<file path="src/hdl/lcdw_pkg.sv">
// ----------------------------------------------------------------------------
// lcdw_pkg
// Shared types, codes and tables for the character LCD write sequencer.
// ----------------------------------------------------------------------------
package lcdw_pkg;

   typedef enum logic [1:0] {
      CMD_INSTR = 2'd0,
      CMD_CHAR  = 2'd1,
      CMD_GOTO  = 2'd2,
      CMD_INIT  = 2'd3
   } cmd_type;

   typedef enum logic [1:0] {
      PAUSE_NONE  = 2'd0,
      PAUSE_150US = 2'd1,
      PAUSE_5MS   = 2'd2,
      PAUSE_20MS  = 2'd3
   } pause_type;

   typedef enum logic [1:0] {
      BK_IDLE = 2'd0,
      BK_WAIT = 2'd1,
      BK_EMIT = 2'd2
   } back_state_type;

   // one byte transfer as queued between front and back
   typedef struct packed {
      logic      rs;
      logic [7:0] data;
      pause_type pause;
      logic      last;
   } xfer_type;

   // front to queue push
   typedef struct packed {
      logic     push;
      xfer_type xfer;
   } push_type;

   // queue status toward front and back
   typedef struct packed {
      logic full;
      logic empty;
   } fifo_stat_type;

   localparam int unsigned FIFO_DEPTH = 4;
   localparam int unsigned FIFO_AW    = $clog2(FIFO_DEPTH);
   localparam int unsigned FIFO_CW    = $clog2(FIFO_DEPTH + 1);

   localparam int unsigned STEP_W   = 4;
   localparam logic [STEP_W-1:0] INIT_LAST = 4'd8;

   localparam logic [7:0] FUNC_SET_8BIT = 8'h38;
   localparam logic [7:0] FUNC_SET_4BIT = 8'h28;
   localparam logic [7:0] LCD_CLEAR     = 8'h01;
   localparam logic [7:0] LCD_HOME      = 8'h02;
   localparam logic [7:0] ENTRY_INC     = 8'h06;
   localparam logic [7:0] DISPLAY_ON    = 8'h0C;
   localparam logic [7:0] DDRAM_HOME    = 8'h80;

   function automatic logic [7:0] row_base(input logic [1:0] idx);
      logic [7:0] base;
      case (idx)
         2'd0:    base = 8'h80;
         2'd1:    base = 8'hC0;
         2'd2:    base = 8'h94;
         default: base = 8'hD4;
      endcase
      return base;
   endfunction

   function automatic xfer_type init_xfer(input logic [STEP_W-1:0] step,
                                          input logic four_bit);
      xfer_type x;
      x.rs    = 1'b0;
      x.data  = DDRAM_HOME;
      x.pause = PAUSE_NONE;
      x.last  = 1'b0;
      case (step)
         4'd0: begin
            x.data  = FUNC_SET_8BIT;
            x.pause = PAUSE_20MS;
         end
         4'd1: begin
            x.data  = FUNC_SET_8BIT;
            x.pause = PAUSE_5MS;
         end
         4'd2: begin
            x.data  = FUNC_SET_8BIT;
            x.pause = PAUSE_150US;
         end
         4'd3: x.data = LCD_CLEAR;
         4'd4: x.data = LCD_HOME;
         4'd5: x.data = ENTRY_INC;
         4'd6: x.data = DISPLAY_ON;
         4'd7: x.data = four_bit ? FUNC_SET_4BIT : FUNC_SET_8BIT;
         default: begin
            x.data = DDRAM_HOME;
            x.last = 1'b1;
         end
      endcase
      return x;
   endfunction

endpackage

</file>
<file path="src/hdl/lcdw_front.sv">
// ----------------------------------------------------------------------------
// lcdw_front
// Accepts a request and expands it into byte transfers pushed into the queue.
// ----------------------------------------------------------------------------
module lcdw_front (
   input  logic                   clock,
   input  logic                   reset,
   input  logic                   start,
   output logic                   busy,
   input  logic [1:0]             req_command,
   input  logic [7:0]             req_value,
   input  logic [2:0]             req_row,
   input  logic [7:0]             req_column,
   input  logic                   four_bit,
   input  lcdw_pkg::fifo_stat_type fifo_stat,
   output lcdw_pkg::push_type     push_out
);
   import lcdw_pkg::*;

   logic              active_ff, active_in;
   cmd_type           cmd_ff, cmd_in;
   logic [7:0]        value_ff, value_in;
   logic [7:0]        addr_ff, addr_in;
   logic [STEP_W-1:0] step_ff, step_in;
   logic              row_ok;
   logic              accept;
   xfer_type          xfer;
   logic              push;

   assign busy   = active_ff;
   assign accept = start && !active_ff;
   assign row_ok = (req_row != 3'd0) && (req_row <= 3'd4);

   always_comb begin
      unique case (cmd_ff)
         CMD_INSTR: xfer = '{rs: 1'b0, data: value_ff, pause: PAUSE_NONE, last: 1'b1};
         CMD_CHAR:  xfer = '{rs: 1'b1, data: value_ff, pause: PAUSE_NONE, last: 1'b1};
         CMD_GOTO: begin
            if (step_ff == '0) begin
               xfer = '{rs: 1'b0, data: addr_ff, pause: PAUSE_NONE, last: 1'b0};
            end else begin
               xfer = '{rs: 1'b1, data: value_ff, pause: PAUSE_NONE, last: 1'b1};
            end
         end
         CMD_INIT:  xfer = init_xfer(step_ff, four_bit);
      endcase
   end

   assign push = active_ff && !fifo_stat.full;
   assign push_out.push = push;
   assign push_out.xfer = xfer;

   always_comb begin
      active_in = active_ff;
      cmd_in    = cmd_ff;
      value_in  = value_ff;
      addr_in   = addr_ff;
      step_in   = step_ff;
      if (accept) begin
         active_in = 1'b1;
         cmd_in    = cmd_type'(req_command);
         value_in  = req_value;
         // row base plus column minus one, wrapping at 8 bits
         addr_in   = 8'(row_base(2'(req_row - 3'd1)) + req_column - 8'd1);
         step_in   = (cmd_type'(req_command) == CMD_GOTO && !row_ok) ? 4'd1 : 4'd0;
      end else if (push) begin
         if (xfer.last) begin
            active_in = 1'b0;
         end else begin
            step_in = step_ff + 4'd1;
         end
      end
   end

   always_ff @(posedge clock) begin
      if (reset) begin
         active_ff <= 1'b0;
         cmd_ff    <= CMD_INSTR;
      end else begin
         active_ff <= active_in;
         cmd_ff    <= cmd_in;
      end
   end

   always_ff @(posedge clock) begin
      value_ff <= value_in;
      addr_ff  <= addr_in;
      step_ff  <= step_in;
   end

   a_accept_activates: assert property (@(posedge clock) disable iff (reset)
      accept |=> active_ff)
      else $error("front not active after accepted request");

   a_last_ends: assert property (@(posedge clock) disable iff (reset)
      push && xfer.last |=> !active_ff)
      else $error("front still active after final transfer");

   a_init_bound: assert property (@(posedge clock) disable iff (reset)
      active_ff && cmd_ff == CMD_INIT |-> step_ff <= INIT_LAST)
      else $error("init step out of range");

endmodule

</file>
<file path="src/hdl/lcdw_fifo.sv">
// ----------------------------------------------------------------------------
// lcdw_fifo
// Short transfer queue between the front and back of the sequencer.
// ----------------------------------------------------------------------------
module lcdw_fifo (
   input  logic                    clock,
   input  logic                    reset,
   input  lcdw_pkg::push_type      push_in,
   input  logic                    pop,
   output lcdw_pkg::xfer_type      head,
   output lcdw_pkg::fifo_stat_type stat
);
   import lcdw_pkg::*;

   xfer_type            mem_ff [FIFO_DEPTH];
   logic [FIFO_AW-1:0]  wptr_ff, wptr_in;
   logic [FIFO_AW-1:0]  rptr_ff, rptr_in;
   logic [FIFO_CW-1:0]  count_ff, count_in;

   assign stat.full  = (count_ff == FIFO_CW'(FIFO_DEPTH));
   assign stat.empty = (count_ff == '0);
   assign head       = mem_ff[rptr_ff];

   always_comb begin
      wptr_in  = push_in.push ? FIFO_AW'(wptr_ff + 1'b1) : wptr_ff;
      rptr_in  = pop ? FIFO_AW'(rptr_ff + 1'b1) : rptr_ff;
      count_in = count_ff;
      case ({push_in.push, pop})
         2'b10:   count_in = count_ff + 1'b1;
         2'b01:   count_in = count_ff - 1'b1;
         default: count_in = count_ff;
      endcase
   end

   always_ff @(posedge clock) begin
      if (reset) begin
         wptr_ff  <= '0;
         rptr_ff  <= '0;
         count_ff <= '0;
      end else begin
         wptr_ff  <= wptr_in;
         rptr_ff  <= rptr_in;
         count_ff <= count_in;
      end
   end

   always_ff @(posedge clock) begin
      if (push_in.push) begin
         mem_ff[wptr_ff] <= push_in.xfer;
      end
   end

   a_no_overflow: assert property (@(posedge clock) disable iff (reset)
      push_in.push |-> !stat.full)
      else $error("push into full queue");

   a_no_underflow: assert property (@(posedge clock) disable iff (reset)
      pop |-> !stat.empty)
      else $error("pop from empty queue");

   a_count_bound: assert property (@(posedge clock) disable iff (reset)
      count_ff <= FIFO_CW'(FIFO_DEPTH))
      else $error("queue count beyond depth");

endmodule

</file>
<file path="src/hdl/lcdw_back.sv">
// ----------------------------------------------------------------------------
// lcdw_back
// Times pauses and enable spacing, splits bytes into nibbles, emits strobes.
// ----------------------------------------------------------------------------
module lcdw_back #(
   parameter int unsigned TICKS_PER_US = 50
) (
   input  logic                    clock,
   input  logic                    reset,
   input  logic                    four_bit,
   input  lcdw_pkg::fifo_stat_type fifo_stat,
   input  lcdw_pkg::xfer_type      head,
   output logic                    pop,
   output logic                    rsp_strobe,
   output logic                    rsp_register_select,
   output logic [7:0]              rsp_bus_value,
   output logic [1:0]              rsp_pause_before,
   output logic                    rsp_last
);
   import lcdw_pkg::*;

   localparam int unsigned CNT_W = $clog2(20001 * TICKS_PER_US + 1);
   // wait before a strobe: the requested pause plus one microsecond of enable spacing
   localparam logic [CNT_W-1:0] GAP_NONE  = CNT_W'(TICKS_PER_US);
   localparam logic [CNT_W-1:0] GAP_150US = CNT_W'(151 * TICKS_PER_US);
   localparam logic [CNT_W-1:0] GAP_5MS   = CNT_W'(5001 * TICKS_PER_US);
   localparam logic [CNT_W-1:0] GAP_20MS  = CNT_W'(20001 * TICKS_PER_US);

   back_state_type   state_ff, state_in;
   xfer_type         cur_ff, cur_in;
   logic             low_ff, low_in;
   logic [CNT_W-1:0] cnt_ff, cnt_in;
   logic [CNT_W-1:0] gap;

   always_comb begin
      case (head.pause)
         PAUSE_150US: gap = GAP_150US;
         PAUSE_5MS:   gap = GAP_5MS;
         PAUSE_20MS:  gap = GAP_20MS;
         default:     gap = GAP_NONE;
      endcase
   end

   // next state
   always_comb begin
      state_in = state_ff;
      unique case (state_ff)
         BK_IDLE: if (!fifo_stat.empty) state_in = BK_WAIT;
         BK_WAIT: if (cnt_ff == '0) state_in = BK_EMIT;
         BK_EMIT: state_in = (four_bit && !low_ff) ? BK_WAIT : BK_IDLE;
         default: state_in = BK_IDLE;
      endcase
   end

   // datapath next values
   always_comb begin
      cur_in = cur_ff;
      low_in = low_ff;
      cnt_in = cnt_ff;
      unique case (state_ff)
         BK_IDLE: begin
            if (!fifo_stat.empty) begin
               cur_in = head;
               low_in = 1'b0;
               cnt_in = gap;
            end
         end
         BK_WAIT: if (cnt_ff != '0) cnt_in = cnt_ff - 1'b1;
         BK_EMIT: begin
            if (four_bit && !low_ff) begin
               low_in = 1'b1;
               cnt_in = GAP_NONE;
            end
         end
         default: cnt_in = cnt_ff;
      endcase
   end

   // outputs
   always_comb begin
      pop                 = (state_ff == BK_IDLE) && !fifo_stat.empty;
      rsp_strobe          = (state_ff == BK_EMIT);
      rsp_register_select = cur_ff.rs;
      if (!four_bit) begin
         rsp_bus_value = cur_ff.data;
      end else if (low_ff) begin
         rsp_bus_value = {4'h0, cur_ff.data[3:0]};
      end else begin
         rsp_bus_value = {4'h0, cur_ff.data[7:4]};
      end
      rsp_pause_before = low_ff ? PAUSE_NONE : cur_ff.pause;
      rsp_last         = cur_ff.last && (!four_bit || low_ff);
   end

   always_ff @(posedge clock) begin
      if (reset) begin
         state_ff <= BK_IDLE;
      end else begin
         state_ff <= state_in;
      end
   end

   always_ff @(posedge clock) begin
      cur_ff <= cur_in;
      low_ff <= low_in;
      cnt_ff <= cnt_in;
   end

   a_strobe_spacing: assert property (@(posedge clock) disable iff (reset)
      rsp_strobe |=> !rsp_strobe)
      else $error("strobes in adjacent cycles");

   a_high_not_last: assert property (@(posedge clock) disable iff (reset)
      rsp_strobe && four_bit && !low_ff |-> !rsp_last)
      else $error("high nibble marked last");

   a_nibble_clean: assert property (@(posedge clock) disable iff (reset)
      rsp_strobe && four_bit |-> rsp_bus_value[7:4] == 4'h0)
      else $error("upper lines driven in four-bit mode");

   a_low_no_pause: assert property (@(posedge clock) disable iff (reset)
      rsp_strobe && low_ff |-> rsp_pause_before == PAUSE_NONE)
      else $error("pause on low nibble");

endmodule

</file>
<file path="src/hdl/char_lcd_write_sequencer.sv">
// ----------------------------------------------------------------------------
// char_lcd_write_sequencer
// Turns LCD requests into enable-strobed bus transfers for a character LCD.
// ----------------------------------------------------------------------------
// A request is taken when start is high and busy is low: req_command selects
// instruction byte, character, positioned character or the init sequence.
// The front end holds busy while it expands the request into byte transfers;
// a four-entry queue feeds the back end, which waits the requested pause plus
// one microsecond of enable spacing before each strobe.
// Each transfer appears for one cycle on the rsp_ ports with rsp_strobe high;
// rsp_last marks the final one of a request. There is no hold-off on the
// result side. For each byte the back end fetches it from the queue, waits
// out the pause and spacing, then strobes; in four-bit mode it strobes the
// high nibble, waits the enable spacing alone and then strobes the low one.
// The front end keeps pushing bytes while the back end works, until the
// queue is full. The back end's spacing counter sets the rate. four_bit_bus
// sits at register address 0 of the APB port and must only be written while
// idle. Reset clears the queue, both state machines and four_bit_bus.
// ----------------------------------------------------------------------------
module char_lcd_write_sequencer #(
   parameter int unsigned TICKS_PER_US = 50
) (
   input  logic        clock,
   input  logic        reset,
   input  logic        start,
   output logic        busy,
   input  logic [1:0]  req_command,
   input  logic [7:0]  req_value,
   input  logic [2:0]  req_row,
   input  logic [7:0]  req_column,
   output logic        rsp_strobe,
   output logic        rsp_register_select,
   output logic [7:0]  rsp_bus_value,
   output logic [1:0]  rsp_pause_before,
   output logic        rsp_last,
   input  logic        psel,
   input  logic        penable,
   input  logic        pwrite,
   input  logic [2:0]  paddr,
   input  logic [31:0] pwdata,
   output logic [31:0] prdata,
   output logic        pready
);
   import lcdw_pkg::*;

   logic          four_bit_ff, four_bit_in;
   logic          reg_hit;
   push_type      push;
   fifo_stat_type fifo_stat;
   xfer_type      head;
   logic          pop;

   assign pready  = 1'b1;
   assign reg_hit = (paddr[2] == 1'b0);
   assign prdata  = reg_hit ? {31'd0, four_bit_ff} : 32'd0;

   always_comb begin
      four_bit_in = four_bit_ff;
      if (psel && penable && pwrite && reg_hit) begin
         four_bit_in = pwdata[0];
      end
   end

   always_ff @(posedge clock) begin
      if (reset) begin
         four_bit_ff <= 1'b0;
      end else begin
         four_bit_ff <= four_bit_in;
      end
   end

   lcdw_front u_front (
      .clock       (clock),
      .reset       (reset),
      .start       (start),
      .busy        (busy),
      .req_command (req_command),
      .req_value   (req_value),
      .req_row     (req_row),
      .req_column  (req_column),
      .four_bit    (four_bit_ff),
      .fifo_stat   (fifo_stat),
      .push_out    (push)
   );

   lcdw_fifo u_fifo (
      .clock   (clock),
      .reset   (reset),
      .push_in (push),
      .pop     (pop),
      .head    (head),
      .stat    (fifo_stat)
   );

   lcdw_back #(
      .TICKS_PER_US (TICKS_PER_US)
   ) u_back (
      .clock               (clock),
      .reset               (reset),
      .four_bit            (four_bit_ff),
      .fifo_stat           (fifo_stat),
      .head                (head),
      .pop                 (pop),
      .rsp_strobe          (rsp_strobe),
      .rsp_register_select (rsp_register_select),
      .rsp_bus_value       (rsp_bus_value),
      .rsp_pause_before    (rsp_pause_before),
      .rsp_last            (rsp_last)
   );

endmodule

</file>
<file path="config.mk">
export PLATFORM = sky130hd
export DESIGN_NAME = char_lcd_write_sequencer
export DESIGN_NICKNAME = d
export VERILOG_FILES = /design/src/hdl/lcdw_pkg.sv /design/src/hdl/lcdw_front.sv /design/src/hdl/lcdw_fifo.sv /design/src/hdl/lcdw_back.sv /design/src/hdl/char_lcd_write_sequencer.sv
export SDC_FILE = /design/constraint.sdc
export NUM_CORES = 1
export LEC_CHECK = 0
export BUFFER_PORTS_ARGS = -buffer_cell sky130_fd_sc_hd__buf_2
export CORE_MARGIN = 2
export CORE_UTILIZATION = 40
export DETAILED_ROUTE_END_ITERATION = 10
export PLACE_DENSITY = 0.72
export SLEW_MARGIN = 20
export SYNTH_ARGS = -nofsm -noshare
export SYNTH_HDL_FRONTEND = slang
export SYNTH_HIERARCHICAL = 1
export SYNTH_SLANG_ARGS = --single-unit
</file>
<file path="constraint.sdc">
create_clock -name clock -period 4 [get_ports clock]
set_clock_uncertainty 0.15 [all_clocks]
set_input_delay 0.2 -clock clock [delete_from_list [all_inputs] [get_ports clock]]
set_output_delay 0.2 -clock clock [all_outputs]
set_load 0.1 [all_outputs]
</file>
==> out/qor.csv, run 1 <==
stage,metric,value,unit
run_status,status,"complete, no violations",
yosys,synth-edff-count,101,
power_and_ir_drop,total_power,5.15,mW
global_routing,grt_pass1_wl,18100,um
place,io_buffers,43,
cts,clk_latency,410,ps
place,pre_cts_ws,1330,ps
final_layout,fin_nets,635,
final_layout,final_util,0.481,
route,drc,0,
sta,clock.fmax,0.372,GHz
yosys,ys_warn_count,6,
cts,cts_resized,0,
worst_setup_path,crit_fanout,12,
yosys,yosys.area.top_type,edfxtp_1,
global_routing,antenna_found_initial,0,
sta,finalSetupViolCount,0,
final_layout,ff_latch_area,3330,um^2
cts,clockRootBuffer,clkbuf_16,
power_and_ir_drop,power_density,734,nW/um^2
yosys,yosysSeqAreaShare,0.556,
sta,rsz0062_at_grt,false,
yosys,avgSynthCellArea,12.5,um^2
flow_run,maxCapViolations,0,
die,die_w,126,um
worst_setup_path,critPathLaunchType,register,
sta,worstMarginPinSlew,1010,ps
final_layout,area_growth,17.0,%
sta,slew_viol_final,0,
place,dp.final_hpwl,7610,um
die,core,14600,um^2
sta,period_share,0.672,
cts,cts_tree,yes,
worst_setup_path,critPathTopFamily,flip-flops,
yosys,synth_commonest_cells,"101 x edfxtp_1, 34 x inv_1, 33 x buf_4",
hold_path,hp-class,in2reg,
worst_setup_path,worst-path-buf-inv,0,
global_routing,grt_pass1_vias,3655,
place,place_area,6260,um^2
sta,maxSlewHeadroom,0.324,
route,ant_nets,0,
sta,hold_violations,0,
yosys,syn-cell-area,6000,um^2
cts,cts_sinks,116,
sta,hold_ws,23.1,ps
place,post-place-cells,693,
die,die_h,126,um
global_routing,track_usage,0.145,
final_layout,n_fill_cell,1272,
worst_setup_path,critPathArrivalTime,2670,ps
cts,clk_pin_slew,50,ps
yosys,yosysUniqueCellTypes,59,
worst_setup_path,critPathKind,reg2reg,
die,ios,109,
route,drtPass1Iterations,5,
global_routing,overflow,0,
die,start_util,0.411,
cts,cts_buffer_depth,2,
route,viasPerCell,5.09,
yosys,yosysTopAreaCellShare,0.506,
yosys,synth_flop_cell,edfxtp_1,
worst_setup_path,cp_common_cell,o21ai_0,
final_layout,design_area,7020,um^2
yosys,synth-async-reset-ratio,0,
worst_setup_path,crit_path_top_delay_cell,dfxtp_1,
yosys,synth.most_common_cell,edfxtp_1,
cts,htreeDepth,4,
sta,worst_slack,1310,ps
final_layout,finalNonFillerCells,738,
die,dieArea,16000,um^2
yosys,ys_top_cells_by_area,"edfxtp_1 51%, ha_1 6.0%, dfxtp_1 5.0%",
sta,min_period,2690,ps
final_layout,multi_input_comb_area,2330,um^2
route,drt_iter0_markers,264,
cts,numCtsBuffers,17,
yosys,ys_seq_elements,116,
die,core.rowCount,44,
place,gp_congestion,0.800,
route,post_drt_wl_per_cell,15.0,um
power_and_ir_drop,p_leak,2.67,nW
sta,finalSetupTns,0,ps
worst_setup_path,critPathMaxStageDelay,830,ps
cts,post_cts_buffers,0,
power_and_ir_drop,peakVddDrop,0.340,mV
worst_setup_path,worstPathRequired,3980,ps
worst_setup_path,cp-end-kind,register,
worst_setup_path,rrSetupSlack,1310,ps
final_layout,n_antenna_cell,0,
worst_setup_path,path_cells,mux4_2 > ha_1 > o21ai_0 > o21ai_0,
global_routing,grt_max_degree,26,
route,num_vias,3753,
route,routed_wl,11100,um
final_layout,drive_gt1_frac,0.173,
yosys,netlist_instances,478,
[path summary, 6_finish.rpt]
path / startpoint / endpoint / cells past startpoint
worst min-delay path: reset / u_front/cmd_ff[1]$_SDFFE_PP0P_ / 2
worst max-delay path: register / u_back/cnt_ff[14]$_DFFE_PP_ / 4
worst min register to register: u_fifo/count_ff[2]$_SDFFE_PP0P_ / u_fifo/count_ff[2]$_SDFFE_PP0P_ / 2
worst max register to register: register / u_back/cnt_ff[14]$_DFFE_PP_ / 4
[state kept, by name, summed over array words and instances (netlist names), named ones only]
register / count
u_back/low_ff: 1
u_fifo/mem_ff: 48
u_back/cnt_ff: 20
u_front/step_ff: 4
u_back/rsp_register_select: 1
u_front/addr_ff: 8
u_fifo/rptr_ff: 2
u_fifo/wptr_ff: 2
four_bit_ff: 1
u_back/state_ff: 2
u_back/cur_ff: 11
u_front/value_ff: 8
u_front/cmd_ff: 2
u_front/busy: 1
u_fifo/count_ff: 3
[cell usage in the layout, fill, tap and decap left out, types with 4 or more instances in the layout]
| cell | n |
|---|---|
| nor4_1 | 5 |
| nand3_1 | 9 |
| nor2b_1 | 15 |
| conb_1 | 32 |
| and2_1 | 7 |
| clkinv_2 | 4 |
| a22oi_1 | 7 |
| edfxtp_1 | 101 |
| mux2i_1 | 4 |
| nand2b_1 | 11 |
| o21ai_0 | 17 |
| ha_1 | 29 |
| nor2_1 | 30 |
| xnor2_1 | 10 |
| xor2_1 | 15 |
| bufinv_16 | 5 |
| a21oi_1 | 12 |
| inv_1 | 34 |
| buf_2 | 43 |
| clkbuf_16 | 17 |
| mux4_2 | 10 |
| nand2_1 | 24 |
| o22ai_1 | 6 |
| dlygate4sd3_1 | 14 |
| dfxtp_1 | 15 |
| o221ai_1 | 5 |
| nor3_1 | 9 |
[what timing repair did]
| action | CTS | global route |
|---|---|---|
| endpoints found under the hold margin | 15 | 0 |
| setup endpoints to repair | 0 | 0 |
| hold buffers | 14 | 0 |
[kinds of logic after synthesis]
kind of cell	share of synthesized area
compound gates	0.0784
xor+xnor	0.0365
fa+ha+maj	0.0672
buf+inv	0.0747
flops	0.556
mux	0.0549
other cells	0.00125
simple gates	0.131
[power breakdown]
group          total (mW)  internal, mW  switching, mW
combinational        1.61         0.452           1.16
sequential           1.94          1.71          0.233
clock                1.60          1.09          0.509
total                5.15          3.25           1.90
[area by class of cell]
| class | instances | share of cell area |
|---|---|---|
| inverter | 34 | 0.0182 |
| sequential | 116 | 0.475 |
| timing repair buffer | 60 | 0.0538 |
| multi-input combinational | 313 | 0.332 |
| tap | 184 | 0.0328 |
| clock inverter | 13 | 0.0269 |
| clock buffer | 18 | 0.0611 |
[per-layer routing]
| metal | part of all wire | up-vias | GRT usage |
|---|---|---|---|
| met2 | 0.49 | 108 | 0.230 |
| li1 | - | 1819 | - |
| met4 | 0.014 | 0 | 0.0601 |
| met3 | 0.051 | 14 | 0.0485 |
| met5 | 0 | - | 0 |
| met1 | 0.45 | 1812 | 0.184 |
No activity file was read; power rests on OpenSTA's default activity.
==> inputs of run 2 (changes only) <==
--- a/config.mk
+++ b/config.mk
@@ -9,7 +9,7 @@
 export CORE_MARGIN = 2
 export CORE_UTILIZATION = 40
 export DETAILED_ROUTE_END_ITERATION = 10
-export PLACE_DENSITY = 0.72
+export PLACE_DENSITY = 0.74
 export SLEW_MARGIN = 20
 export SYNTH_ARGS = -nofsm -noshare
 export SYNTH_HDL_FRONTEND = slang
==> constraint.sdc (replaced) <==
create_clock -name clock -period 2.4 [get_ports clock]
set_clock_uncertainty 0.15 [all_clocks]
set_input_delay 0.12 -clock clock [delete_from_list [all_inputs] [get_ports clock]]
set_output_delay 0.12 -clock clock [all_outputs]
set_load 0.1 [all_outputs]
==> run 2 against run 1 <==
Sequential power increased by 64%. Power up 67%. Largest power group unchanged. Largest cell class unchanged. Via count grew 1.4%. Clock power up 58%. Wire length up 0.99%.
==> out/qor.csv, run 2 (synthesized netlist as in run 1, its figures left out) <==
stage,metric,value,unit,change
run_status,status,"complete, no violations",,
sta,slew_viol_final,0,,unchanged
sta,min_period,2320,ps,-365 ps
flow_run,maxCapViolations,0,,unchanged
worst_setup_path,worstSetupEndpoint,u_back/cnt_ff[17]$_DFFE_PP_,,
sta,hold_violations,0,,unchanged
global_routing,grt_max_degree,19,,-27%
cts,htreeDepth,4,,unchanged
sta,rsz0062_at_grt,false,,
hold_path,hp-class,in2reg,,
route,routed_wl,11200,um,+0.99%
worst_setup_path,critPathLaunchType,register,,
worst_setup_path,crit_fanout,4,,-8
global_routing,antenna_found_initial,0,,unchanged
worst_setup_path,r2r-start,u_back/cnt_ff[12]$_DFFE_PP_,,
worst_setup_path,crit_path_top_delay_cell,or4_4,,
place,gp_congestion,0.809,,+1.0%
sta,worst_slack,78.8,ps,-1240 ps
final_layout,finalNonFillerCells,764,,+3.5%
route,wl_met2,5420,um,+0.11%
final_layout,layout_commonest_cell,edfxtp_1,,
cts,numCtsBuffers,17,,unchanged
route,wl_met3,571,um,+1.6%
final_layout,final_cell_mix,"101 x edfxtp_1, 43 x buf_2, 33 x inv_1",,
power_and_ir_drop,total_power,8.59,mW,+67%
worst_setup_path,cp_num_cells,4,,unchanged
final_layout,fin_nets,660,,+3.9%
route,top_layer_used,met4,,
final_layout,area_growth,20.7,%,
worst_setup_path,critPathMaxStageDelay,580,ps,-250 ps
cts,cts_sinks,116,,unchanged
sta,clock.fmax,0.431,GHz,+16%
power_and_ir_drop,peakVddDrop,0.593,mV,+75%
global_routing,grt_pass1_wl,18000,um,-0.68%
route,drt_iter0_markers,258,,-2.3%
worst_setup_path,r2r_end,u_back/cnt_ff[17]$_DFFE_PP_,,
route,drtPass1Iterations,4,,-1
final_layout,drive_gt1_frac,0.217,,+0.0440
place,post-place-cells,713,,+2.9%
sta,worstMarginPinSlew,591,ps,-422 ps
sta,finalSetupTns,0,ps,unchanged
worst_setup_path,critPathTopFamily,simple AND/OR/NAND/NOR gates,,
die,ios,109,,unchanged
route,drc,0,,unchanged
route,ant_nets,0,,unchanged
sta,finalSetupViolCount,0,,unchanged
die,core.rowCount,44,,unchanged
power_and_ir_drop,power_density,1190,nW/um^2,+62%
worst_setup_path,cp-end-kind,register,,
worst_setup_path,critPathArrivalTime,2440,ps,-230 ps
route,wl_met1,5070,um,+2.7%
cts,clockRootBuffer,clkbuf_16,,
global_routing,grt_pass1_vias,3747,,+2.5%
global_routing,overflow,0,,unchanged
hold_path,min_from,req_column[5],,
worst_setup_path,worstSetupStartpoint,u_back/cnt_ff[12]$_DFFE_PP_,,
worst_setup_path,reg2regPathDepth,4,,unchanged
final_layout,reg_top3,"u_fifo/mem_ff (48), u_back/cnt_ff (20), u_back/cur_ff (11)",,
place,dp.final_hpwl,7840,um,+3.1%
die,dieArea,16000,um^2,unchanged
cts,cts_tree,yes,,
final_layout,regMostFlops,u_fifo/mem_ff,,
power_and_ir_drop,p_leak,2.80,nW,+4.8%
cts,clk_latency,410,ps,about the same
place,io_buffers,43,,unchanged
final_layout,largest_reg_flops,48,,unchanged
cts,cts_buffer_depth,2,,unchanged
die,core,14600,um^2,unchanged
final_layout,n_antenna_cell,0,,unchanged
worst_setup_path,worstPathRequired,2520,ps,-1460 ps
worst_setup_path,rrSetupSlack,80,ps,-1240 ps
die,start_util,0.411,,unchanged
route,num_vias,3807,,+1.4%
die,die_h,126,um,unchanged
cts,clk_pin_slew,50,ps,about the same
place,pre_cts_ws,63.4,ps,-1270 ps
sta,period_share,0.967,,+0.296
worst_setup_path,critPathKind,reg2reg,,
sta,maxSlewHeadroom,0.601,,+0.276
route,post_drt_wl_per_cell,14.6,um,-2.4%
worst_setup_path,path_cells,or4_4 > or3_4 > or4b_1 > nand3_1,,
worst_setup_path,worst-path-buf-inv,0,,unchanged
die,die_w,126,um,unchanged
global_routing,track_usage,0.143,,-0.00234
route,viasPerCell,4.98,,-2.0%
## run 2: changes by cell type in the layout (fill, tap and decap cells not counted), moves of 2 or more
cell / change
nor2b_1: -2
o221ai_1: -3
dlygate4sd3_1: +5
o221ai_2: +3
buf_4: +20
## run 2: worst register-to-register path: stages, from the launching register on
cell and delay (ps):
edfxtp_1 450, or4_4 580, or3_4 370, or4b_1 520
nand3_1 120
## run 2: layer usage
metal | global-route usage | vias to the layer above
met5 | 0 | -
met4 | 0.0498 | 0
met3 | 0.0460 | 11
met2 | 0.233 | 116
met1 | 0.180 | 1816
li1 | - | 1864
## run 2: worst min path at each step
stage / to / cells after the start / slack [ps]
5_1_grt: u_front/addr_ff[6]$_DFFE_PP_ / 3 / 60
3_3_place_gp: u_front/value_ff[2]$_DFFE_PP_ / 1 / 150
2_1_floorplan: u_front/busy$_SDFFE_PP0P_ / 1 / 30
3_5_place_dp: u_front/value_ff[5]$_DFFE_PP_ / 1 / 150
4_1_cts: u_front/addr_ff[6]$_DFFE_PP_ / 3 / 30
6_report: u_front/addr_ff[6]$_DFFE_PP_ / 3 / 40
## run 2: final cells by class
cell class / count / area [um^2]
repair buffers: 85 / 578
flip-flops and latches: 116 / 3330
clock buffers: 19 / 433
well taps: 184 / 230
inverters: 34 / 128
fillers: 1243 / 7350
clock inverters: 13 / 164
multi-input cells: 313 / 2370
## run 2: repair_timing
| action | 4_1_cts | 5_1_grt |
|---|---|---|
| resized for setup | 0 | 8 |
| hold buffers | 19 | 0 |
| endpoints found under the setup margin | 0 | 22 |
| setup buffers | 0 | 0 |
| endpoints found under the hold margin | 24 | 0 |
## run 2: where the power goes
| part | switching [mW] | internal [mW] |
|---|---|---|
| Sequential | 0.334 | 2.84 |
| Combinational | 2.01 | 0.868 |
| Clock | 0.820 | 1.71 |
## run 2: per-stage QoR
stage / utilization / hold WS (ps) / cell area [um^2]
floorplan: - / 27.3 / 6130
global placement: 0.441 / 152 / 6430
detailed placement: 0.441 / 150 / 6430
CTS: 0.495 / 28.2 / 7210
global route: 0.496 / 56.2 / 7240
finish: 0.496 / 44.0 / 7240
